$ cat src/kcs_pkg.sv
package kcs_pkg;

  localparam int MAX_ELEMENTS = 64;
  localparam int VALUE_WIDTH  = 16;
  localparam int OP_WIDTH     = 2;
  localparam int COUNT_WIDTH  = 7;
  localparam int CNT_W        = $clog2(MAX_ELEMENTS + 1);
  localparam int IDX_W        = $clog2(MAX_ELEMENTS);
  localparam int QUEUE_DEPTH  = 4;
  localparam int QPTR_W       = $clog2(QUEUE_DEPTH);
  localparam int QCNT_W       = $clog2(QUEUE_DEPTH + 1);

  localparam logic [OP_WIDTH-1:0] OP_CLEAR  = 2'd0;
  localparam logic [OP_WIDTH-1:0] OP_APPEND = 2'd1;
  localparam logic [OP_WIDTH-1:0] OP_QUERY  = 2'd2;

  typedef enum logic [1:0] {
    CMD_CLEAR,
    CMD_APPEND,
    CMD_QUERY
  } cmd_kind_t;

  // element on append, target on query
  typedef struct packed {
    cmd_kind_t                      kind;
    logic signed [VALUE_WIDTH-1:0]  data;
    logic [COUNT_WIDTH-1:0]         count;
  } cmd_t;

endpackage

$ cat src/kcs_front.sv
module kcs_front import kcs_pkg::*; (
  input  logic                          clk,
  input  logic                          rst,
  input  logic                          in_valid,
  output logic                          in_ready,
  input  logic [OP_WIDTH-1:0]           op,
  input  logic signed [VALUE_WIDTH-1:0] element,
  input  logic signed [VALUE_WIDTH-1:0] target,
  input  logic [COUNT_WIDTH-1:0]        count,
  output logic                          cmd_valid,
  input  logic                          cmd_ready,
  output cmd_t                          cmd
);

  cmd_kind_t kind_dec;

  assign in_ready = !cmd_valid || cmd_ready;

  always_comb begin
    case (op)
      OP_CLEAR:  kind_dec = CMD_CLEAR;
      OP_APPEND: kind_dec = CMD_APPEND;
      default:   kind_dec = CMD_QUERY;
    endcase
  end

  // reserved op is taken and dropped
  always_ff @(posedge clk) begin
    if (rst) begin
      cmd_valid <= 1'b0;
    end else if (in_ready) begin
      cmd_valid <= in_valid && (op == OP_CLEAR || op == OP_APPEND || op == OP_QUERY);
    end
  end

  always_ff @(posedge clk) begin
    if (in_ready && in_valid) begin
      cmd.kind  <= kind_dec;
      cmd.data  <= (op == OP_APPEND) ? element : target;
      cmd.count <= count;
    end
  end

endmodule

$ cat src/kcs_queue.sv
module kcs_queue import kcs_pkg::*; (
  input  logic clk,
  input  logic rst,
  input  logic push_valid,
  output logic push_ready,
  input  cmd_t push_cmd,
  output logic pop_valid,
  input  logic pop_ready,
  output cmd_t pop_cmd
);

  cmd_t              slots [QUEUE_DEPTH];
  logic [QPTR_W-1:0] wr_ptr;
  logic [QPTR_W-1:0] rd_ptr;
  logic [QCNT_W-1:0] fill;
  logic              push;
  logic              pop;

  assign push_ready = fill != QCNT_W'(QUEUE_DEPTH);
  assign pop_valid  = fill != '0;
  assign pop_cmd    = slots[rd_ptr];
  assign push       = push_valid && push_ready;
  assign pop        = pop_valid && pop_ready;

  always_ff @(posedge clk) begin
    if (rst) begin
      wr_ptr <= '0;
      rd_ptr <= '0;
      fill   <= '0;
    end else begin
      if (push) wr_ptr <= wr_ptr + QPTR_W'(1);
      if (pop) rd_ptr <= rd_ptr + QPTR_W'(1);
      if (push && !pop) begin
        fill <= fill + QCNT_W'(1);
      end else if (pop && !push) begin
        fill <= fill - QCNT_W'(1);
      end
    end
  end

  always_ff @(posedge clk) begin
    if (push) slots[wr_ptr] <= push_cmd;
  end

endmodule

$ cat src/kcs_back.sv
module kcs_back import kcs_pkg::*; (
  input  logic                          clk,
  input  logic                          rst,
  input  logic                          cmd_valid,
  output logic                          cmd_ready,
  input  cmd_t                          cmd,
  output logic                          out_valid,
  input  logic                          out_ready,
  output logic signed [VALUE_WIDTH-1:0] value,
  output logic                          last,
  output logic                          error
);

  typedef enum logic [3:0] {
    S_IDLE,
    S_ERR,
    S_FIRST,
    S_LAST,
    S_BS,
    S_BS_WAIT,
    S_WIN,
    S_RDL,
    S_RDR,
    S_CMP,
    S_EMIT_RD,
    S_EMIT_WAIT
  } state_t;

  state_t                        state;
  logic signed [VALUE_WIDTH-1:0] mem [MAX_ELEMENTS];
  logic signed [VALUE_WIDTH-1:0] rd_data;
  logic signed [VALUE_WIDTH-1:0] x;
  logic signed [VALUE_WIDTH-1:0] lv;
  logic [IDX_W-1:0]              rd_addr;
  logic [CNT_W-1:0]              n;
  logic [CNT_W-1:0]              kk;
  logic [CNT_W-1:0]              lo;
  logic [CNT_W-1:0]              hi;
  logic [CNT_W-1:0]              left;
  logic [CNT_W-1:0]              right;
  logic [CNT_W-1:0]              taken;
  logic [CNT_W-1:0]              ptr;
  logic [CNT_W-1:0]              rem;
  logic [CNT_W-1:0]              nm1;
  logic [CNT_W-1:0]              lm1;
  logic [CNT_W:0]                mid_sum;
  logic [CNT_W-1:0]              mid;
  logic                          pop;
  logic                          bad_k;
  logic                          mem_we;
  logic                          out_free;
  logic                          emit;
  logic                          go_left;

  function automatic logic [VALUE_WIDTH:0] abs_diff(
    input logic signed [VALUE_WIDTH-1:0] a,
    input logic signed [VALUE_WIDTH-1:0] b
  );
    logic signed [VALUE_WIDTH:0] d;
    logic [VALUE_WIDTH:0]        u;
    d = {a[VALUE_WIDTH-1], a} - {b[VALUE_WIDTH-1], b};
    u = d;
    abs_diff = d[VALUE_WIDTH] ? (~u + (VALUE_WIDTH + 1)'(1)) : u;
  endfunction

  assign cmd_ready = state == S_IDLE;
  assign pop       = cmd_valid && cmd_ready;
  assign bad_k     = cmd.count == '0 || int'(cmd.count) > int'(n);
  assign mem_we    = pop && cmd.kind == CMD_APPEND && n < CNT_W'(MAX_ELEMENTS);
  assign out_free  = !out_valid || out_ready;
  assign emit      = out_free && (state == S_ERR || state == S_EMIT_WAIT);
  assign nm1       = n - CNT_W'(1);
  assign lm1       = left - CNT_W'(1);
  assign mid_sum   = {1'b0, lo} + {1'b0, hi};
  assign mid       = mid_sum[CNT_W:1];

  // equal distances favor the left neighbor
  always_comb begin
    if (left != '0 && right < n) begin
      go_left = abs_diff(lv, x) <= abs_diff(rd_data, x);
    end else begin
      go_left = left != '0;
    end
  end

  always_comb begin
    case (state)
      S_FIRST:     rd_addr = nm1[IDX_W-1:0];
      S_BS:        rd_addr = mid[IDX_W-1:0];
      S_BS_WAIT:   rd_addr = mid[IDX_W-1:0];
      S_RDL:       rd_addr = lm1[IDX_W-1:0];
      S_RDR:       rd_addr = right[IDX_W-1:0];
      S_EMIT_RD:   rd_addr = ptr[IDX_W-1:0];
      S_EMIT_WAIT: rd_addr = ptr[IDX_W-1:0];
      default:     rd_addr = '0;
    endcase
  end

  always_ff @(posedge clk) begin
    if (mem_we) mem[n[IDX_W-1:0]] <= cmd.data;
    rd_data <= mem[rd_addr];
  end

  always_ff @(posedge clk) begin
    if (rst) begin
      state     <= S_IDLE;
      n         <= '0;
      out_valid <= 1'b0;
    end else begin
      if (out_ready && !emit) out_valid <= 1'b0;
      case (state)
        S_IDLE: begin
          if (pop) begin
            case (cmd.kind)
              CMD_CLEAR: n <= '0;
              CMD_APPEND: begin
                if (mem_we) n <= n + CNT_W'(1);
              end
              CMD_QUERY: begin
                x  <= cmd.data;
                kk <= CNT_W'(cmd.count);
                state <= bad_k ? S_ERR : S_FIRST;
              end
              default: ;
            endcase
          end
        end
        S_ERR: begin
          if (out_free) begin
            out_valid <= 1'b1;
            value     <= '0;
            last      <= 1'b1;
            error     <= 1'b1;
            state     <= S_IDLE;
          end
        end
        S_FIRST: begin
          if (x < rd_data) begin
            ptr   <= '0;
            rem   <= kk;
            state <= S_EMIT_RD;
          end else begin
            state <= S_LAST;
          end
        end
        S_LAST: begin
          if (x > rd_data) begin
            ptr   <= n - kk;
            rem   <= kk;
            state <= S_EMIT_RD;
          end else begin
            lo    <= '0;
            hi    <= n;
            state <= S_BS;
          end
        end
        S_BS: begin
          if (lo < hi) begin
            state <= S_BS_WAIT;
          end else begin
            left  <= lo;
            right <= lo;
            taken <= '0;
            state <= S_WIN;
          end
        end
        S_BS_WAIT: begin
          if (rd_data < x) begin
            lo <= mid + CNT_W'(1);
          end else begin
            hi <= mid;
          end
          state <= S_BS;
        end
        S_WIN: begin
          if (taken == kk) begin
            ptr   <= left;
            rem   <= kk;
            state <= S_EMIT_RD;
          end else begin
            state <= S_RDL;
          end
        end
        S_RDL: state <= S_RDR;
        S_RDR: begin
          lv    <= rd_data;
          state <= S_CMP;
        end
        S_CMP: begin
          if (go_left) begin
            left <= lm1;
          end else begin
            right <= right + CNT_W'(1);
          end
          taken <= taken + CNT_W'(1);
          state <= S_WIN;
        end
        S_EMIT_RD: state <= S_EMIT_WAIT;
        S_EMIT_WAIT: begin
          if (out_free) begin
            out_valid <= 1'b1;
            value     <= rd_data;
            last      <= rem == CNT_W'(1);
            error     <= 1'b0;
            if (rem == CNT_W'(1)) begin
              state <= S_IDLE;
            end else begin
              ptr   <= ptr + CNT_W'(1);
              rem   <= rem - CNT_W'(1);
              state <= S_EMIT_RD;
            end
          end
        end
        default: state <= S_IDLE;
      endcase
    end
  end

endmodule

$ cat src/k_closest_in_sorted_array.sv
// k closest elements of an ascending store
// input channel (in_valid/in_ready): one beat carries op, element, target, count.
//   op 0 clears the store, op 1 appends element, op 2 queries target with k = count,
//   op 3 is taken and dropped.
// output channel (out_valid/out_ready): one beat per result: value, last, error.
//   a query gives k beats ascending, last on the final one; k of zero or above
//   the stored count gives one beat with error and last set and value zero.
// input beats pass an input register and a four-entry command queue to the
//   executing engine; clears and appends retire one per cycle while the engine is
//   idle, so they are taken every cycle while the queue has room.
// query steps in the engine: the end checks, then binary search steps (up to 7
//   steps at 64 entries), then window steps (k steps), then one store read per
//   result beat; the single read port of the store shapes these steps. input
//   beats keep queueing behind a running query.
// when the receiver stalls, the current result beat holds in the output register
//   and the engine waits; the queue then fills and in_ready drops.
// reset empties the store count, the queue and the output register; store
//   contents are undefined until written.
module k_closest_in_sorted_array import kcs_pkg::*; (
  input  logic                          clk,
  input  logic                          rst,
  input  logic                          in_valid,
  output logic                          in_ready,
  input  logic [OP_WIDTH-1:0]           op,
  input  logic signed [VALUE_WIDTH-1:0] element,
  input  logic signed [VALUE_WIDTH-1:0] target,
  input  logic [COUNT_WIDTH-1:0]        count,
  output logic                          out_valid,
  input  logic                          out_ready,
  output logic signed [VALUE_WIDTH-1:0] value,
  output logic                          last,
  output logic                          error
);

  logic f_valid;
  logic f_ready;
  cmd_t f_cmd;
  logic q_valid;
  logic q_ready;
  cmd_t q_cmd;

  kcs_front u_front (
    .clk       (clk),
    .rst       (rst),
    .in_valid  (in_valid),
    .in_ready  (in_ready),
    .op        (op),
    .element   (element),
    .target    (target),
    .count     (count),
    .cmd_valid (f_valid),
    .cmd_ready (f_ready),
    .cmd       (f_cmd)
  );

  kcs_queue u_queue (
    .clk        (clk),
    .rst        (rst),
    .push_valid (f_valid),
    .push_ready (f_ready),
    .push_cmd   (f_cmd),
    .pop_valid  (q_valid),
    .pop_ready  (q_ready),
    .pop_cmd    (q_cmd)
  );

  kcs_back u_back (
    .clk       (clk),
    .rst       (rst),
    .cmd_valid (q_valid),
    .cmd_ready (q_ready),
    .cmd       (q_cmd),
    .out_valid (out_valid),
    .out_ready (out_ready),
    .value     (value),
    .last      (last),
    .error     (error)
  );

  a_err_last: assert property (@(posedge clk) disable iff (rst)
    out_valid && error |-> last)
    else $error("error beat without last");

  a_err_zero: assert property (@(posedge clk) disable iff (rst)
    out_valid && error |-> value == '0)
    else $error("error beat with nonzero value");

  a_rst_idle: assert property (@(posedge clk)
    rst |=> !out_valid)
    else $error("output valid right after reset");

endmodule

$ cat config.mk
export PLATFORM = sky130hd
export DESIGN_NAME = k_closest_in_sorted_array
export DESIGN_NICKNAME = d
export VERILOG_FILES = /design/src/kcs_pkg.sv /design/src/kcs_front.sv /design/src/kcs_queue.sv /design/src/kcs_back.sv /design/src/k_closest_in_sorted_array.sv
export SDC_FILE = /design/constraint.sdc
export NUM_CORES = 2
export LEC_CHECK = 0
export ABC_AREA = 1
export BUFFER_PORTS_ARGS = -buffer_cell sky130_fd_sc_hd__buf_2
export CAP_MARGIN = 20
export CORE_ASPECT_RATIO = 0.75
export CORE_MARGIN = 2
export CORE_UTILIZATION = 40
export DETAILED_ROUTE_END_ITERATION = 16
export HOLD_SLACK_MARGIN = 0.12
export PLACE_DENSITY = 0.59
export SYNTH_ARGS = -nofsm -noshare
export SYNTH_HDL_FRONTEND = slang
export SYNTH_SLANG_ARGS = --single-unit
$ cat constraint.sdc
create_clock -name clk -period 4.5 [get_ports clk]
set_input_delay 0.45 -clock clk [delete_from_list [all_inputs] [get_ports clk]]
set_output_delay 0.45 -clock clk [all_outputs]
set_load 0.1 [all_outputs]
==> results.md <==
- Die area: 152900 um2
- Synth top area share: 62.87%
- Top_reg_cell synth: edfxtp_1
- WL per Instance: 20.30 um
- Vias in the first global route: 38840
- Number of enable flip-flop cells after synthesis: 1254
- 1st-iter DRT viols: 4359
- Initial antenna violation count: 2
- CTS tree: built
- Synth area leader: edfxtp_1
- Final Critical Period: 4200 ps
- Sequential fraction of the synthesis area: 64.14%
- First-pass GRT wire length: 247.9 mm
- Clock Skew: 49.57 ps
- Num CTS Buffers: 120
- Crit path top cell by count: nand2_1
- Syn Area/Cell: 10.06 um2
- Outcome: finished, final reports clean
- WP data required: 4960 ps
- Slew Viols, Final: 0
- Synth Instances: 5953
- Most common cell after layout, fill and taps aside: nand2_1
- Crit-path max cell delay: 410 ps
- Width of the die: 450.8 um
- Grt ovf: 0
- Buf/Inv on CP: 6
- Hold_ws: 258.8 ps
- Clk root buf: clkbuf_16
- Synth top area cells: edfxtp_1, nand3_1, nand2_1
- Worst slack, placed: 87.48 ps
- Drt first pass iters: 6
- Final setup fails: 0
- CTS Sinks: 1292
- Startpoint types: register
- Library cells used by synthesis: 47
- Final worst slack: 300.0 ps
- Post-DR vias/cell: 5.105
- Hpwl dp: 98.78 mm
- Power Dens Cells: 577.7 nW/um2
- Remaining antenna violation count: 0
- Rows: 122
- Setup tns final: 0 ps
- Max-Cap Viols: 0
- Synth warn: 0
- P_leak: 28.67 nW
- Clock Latency Late Sink: 750 ps
- All-layer global routing usage: 21.34%
- Routability congestion estimate: 0.9064
- Area growth, synth to finish: 12.87%
- Hold Crit Class: in -> reg
- CORE AREA: 148100 um2
- Worst Tran Pin Value: 1136 ps
- Critical Path AT: 4660 ps
- Mapped Nets: 6102
- Fmax: 238.1 MHz
- Ports: 65
- Clock Path Buffers: 3
- Total Nets Final: 6243
- # H-tree levels: 3
- Category of the critical setup timing path: reg -> reg
- Layout cells sized above 1: 7.861%
- # DRC: 0
- Syn Std Cell Area: 59890 um2
- Critical path peak fanout: 7
- Clock slew at reported path FFs: 60 ps
- Die Ht: 339.1 um
- Max stage delay cell, worst path: edfxtp_1
- IO buf count: 64
- Peak supply drop: 0.4251 mV
- Synth async-reset ratio: 0%
- DR vias: 41760
- Total Wirelength: 166.1 mm
- Cell family with most CP delay: simple AND/OR/NAND/NOR gates
- Slew margin rel.: 24.29%
- Crit. End Element: register
- Fin. Hold Viols: 0
- Synth Register Bits: 1292
- Fraction of the cycle the final worst path needs: 93.33%
- Commonest non-fill, non-tap cells in the layout: nand2_1, edfxtp_1, inv_1, nand3_1, nor2_1
- Largest net degree at the start of global routing: 150
- Initial core utilization: 40.45%
-- stage by stage --
step / instances / cell area [um2] / total power, mW / utilization (%)
final: 8180 / 67600 / 39.05 / 45.65
after global routing: 8180 / 67600 / 40.89 / 45.65
after CTS: 8176 / 67490 / 39.00 / 45.58
after detailed placement: 7907 / 63360 / 29.28 / 42.79
after global placement: 7907 / 63360 / 29.16 / 42.79
after floorplan: 5953 / 59890 / 23.87 / -
-- layer usage --
metal / GRT usage (%) / wire [um] / share of wire [%] / vias to the layer above
met5: 0.4596 / 99 / 0.060 / -
met2: 31.09 / 70980 / 43 / 1458
met1: 32.09 / 77430 / 47 / 20120
met3: 4.664 / 13950 / 8.4 / 214
met4: 5.337 / 3598 / 2.2 / 2
li1: - / - / - / 19960
-- cell type report --
type / count / area [um2]
multi-input cells: 3302 / 16500
inverters: 1094 / 4116
clock inverters: 68 / 471.7
fillers: 13760 / 80470
repair buffers: 284 / 2415
well taps: 1984 / 2482
flip-flops and latches: 1292 / 38420
clock buffers: 155 / 3198
diodes: 1 / 2.502
-- path summary, 6_finish.rpt --
path	startpoint	endpoint	slack [ps]	cells past startpoint
setup reg to reg	u_back.x[0]	u_back.left[4]	300	26
hold reg to reg	u_back.rd_data[0]	u_back.lv[0]	430	0
hold / removal	op[0]	u_front.cmd[23]	260	4
setup / recovery	u_back.x[0]	u_back.left[4]	300	26
-- sequential cells by signal, indices dropped and copies added, names as in the netlist, 2 cells and up, named ones only --
signal / count
u_back.x: 16
u_back.lo: 7
u_back.state: 4
u_back.n: 7
u_front.cmd: 25
u_queue.rd_ptr: 2
u_back.lv: 16
u_back.left: 7
u_queue.slots: 100
u_back.value: 16
u_back.mem: 1024
u_queue.fill: 3
u_back.taken: 7
u_back.rem: 7
u_back.kk: 7
u_queue.wr_ptr: 2
u_back.ptr: 6
u_back.right: 7
u_back.hi: 7
u_back.rd_data: 16
-- tightest hold or removal path, delay by kind of cell --
family | cells | cell delay (ps)
buffers and inverters | 3 | 330
AND/OR/NAND/NOR | 1 | 30
-- what timing repair did --
action                     in CTS  in global routing
setup endpoints to repair       0                 14
hold buffers                   46                  0
hold endpoints to repair       31                  0
setup buffers                   0                  1
gates resized for setup         0                 19
-- synthesized netlist by cell type (2+ instances only) --
library cell and count:
nand4_1 32, clkinv_1 2, nor3b_1 2, nor3_1 21
a21oi_1 89, o221ai_1 3, o21bai_1 128, nand3b_1 9
or2_2 4, a22oi_1 3, buf_1 14, a32oi_1 2
buf_2 190, xor2_1 32, dfxtp_1 38, o21ai_1 4
ha_1 99, inv_2 14, nor2_1 245, clkbuf_1 60
o211ai_1 21, a211oi_1 2, nand3_2 9, o22ai_1 19
nor4_1 7, o21ai_0 103, and2_1 5, o31ai_1 3
nand2_1 1372, o21a_1 7, edfxtp_1 1254, xnor2_1 14
fa_1 5, nand2_2 2, nand3_1 1045, nor2_2 4
nor2_4 3, inv_1 1078
-- report_power, final --
| part | switching, mW | internal [mW] | leakage (nW) |
|---|---|---|---|
| Clock | 4.54 | 5.23 | 1.81 |
| Sequential | 0.192 | 15.4 | 11.6 |
| Combinational | 10.1 | 3.55 | 15.3 |
-- kinds of logic after synthesis --
family	after synthesis	share of synthesized area [%]
flip-flops	1292	64.14
AO/OA/AOI/OAI	390	4.049
XOR/XNOR	46	0.6727
AND/OR/NAND/NOR	2762	19.98
buffers and inverters	1359	8.921
adder cells (fa/ha/maj)	104	2.235
No activity file was read; power rests on OpenSTA's default activity.
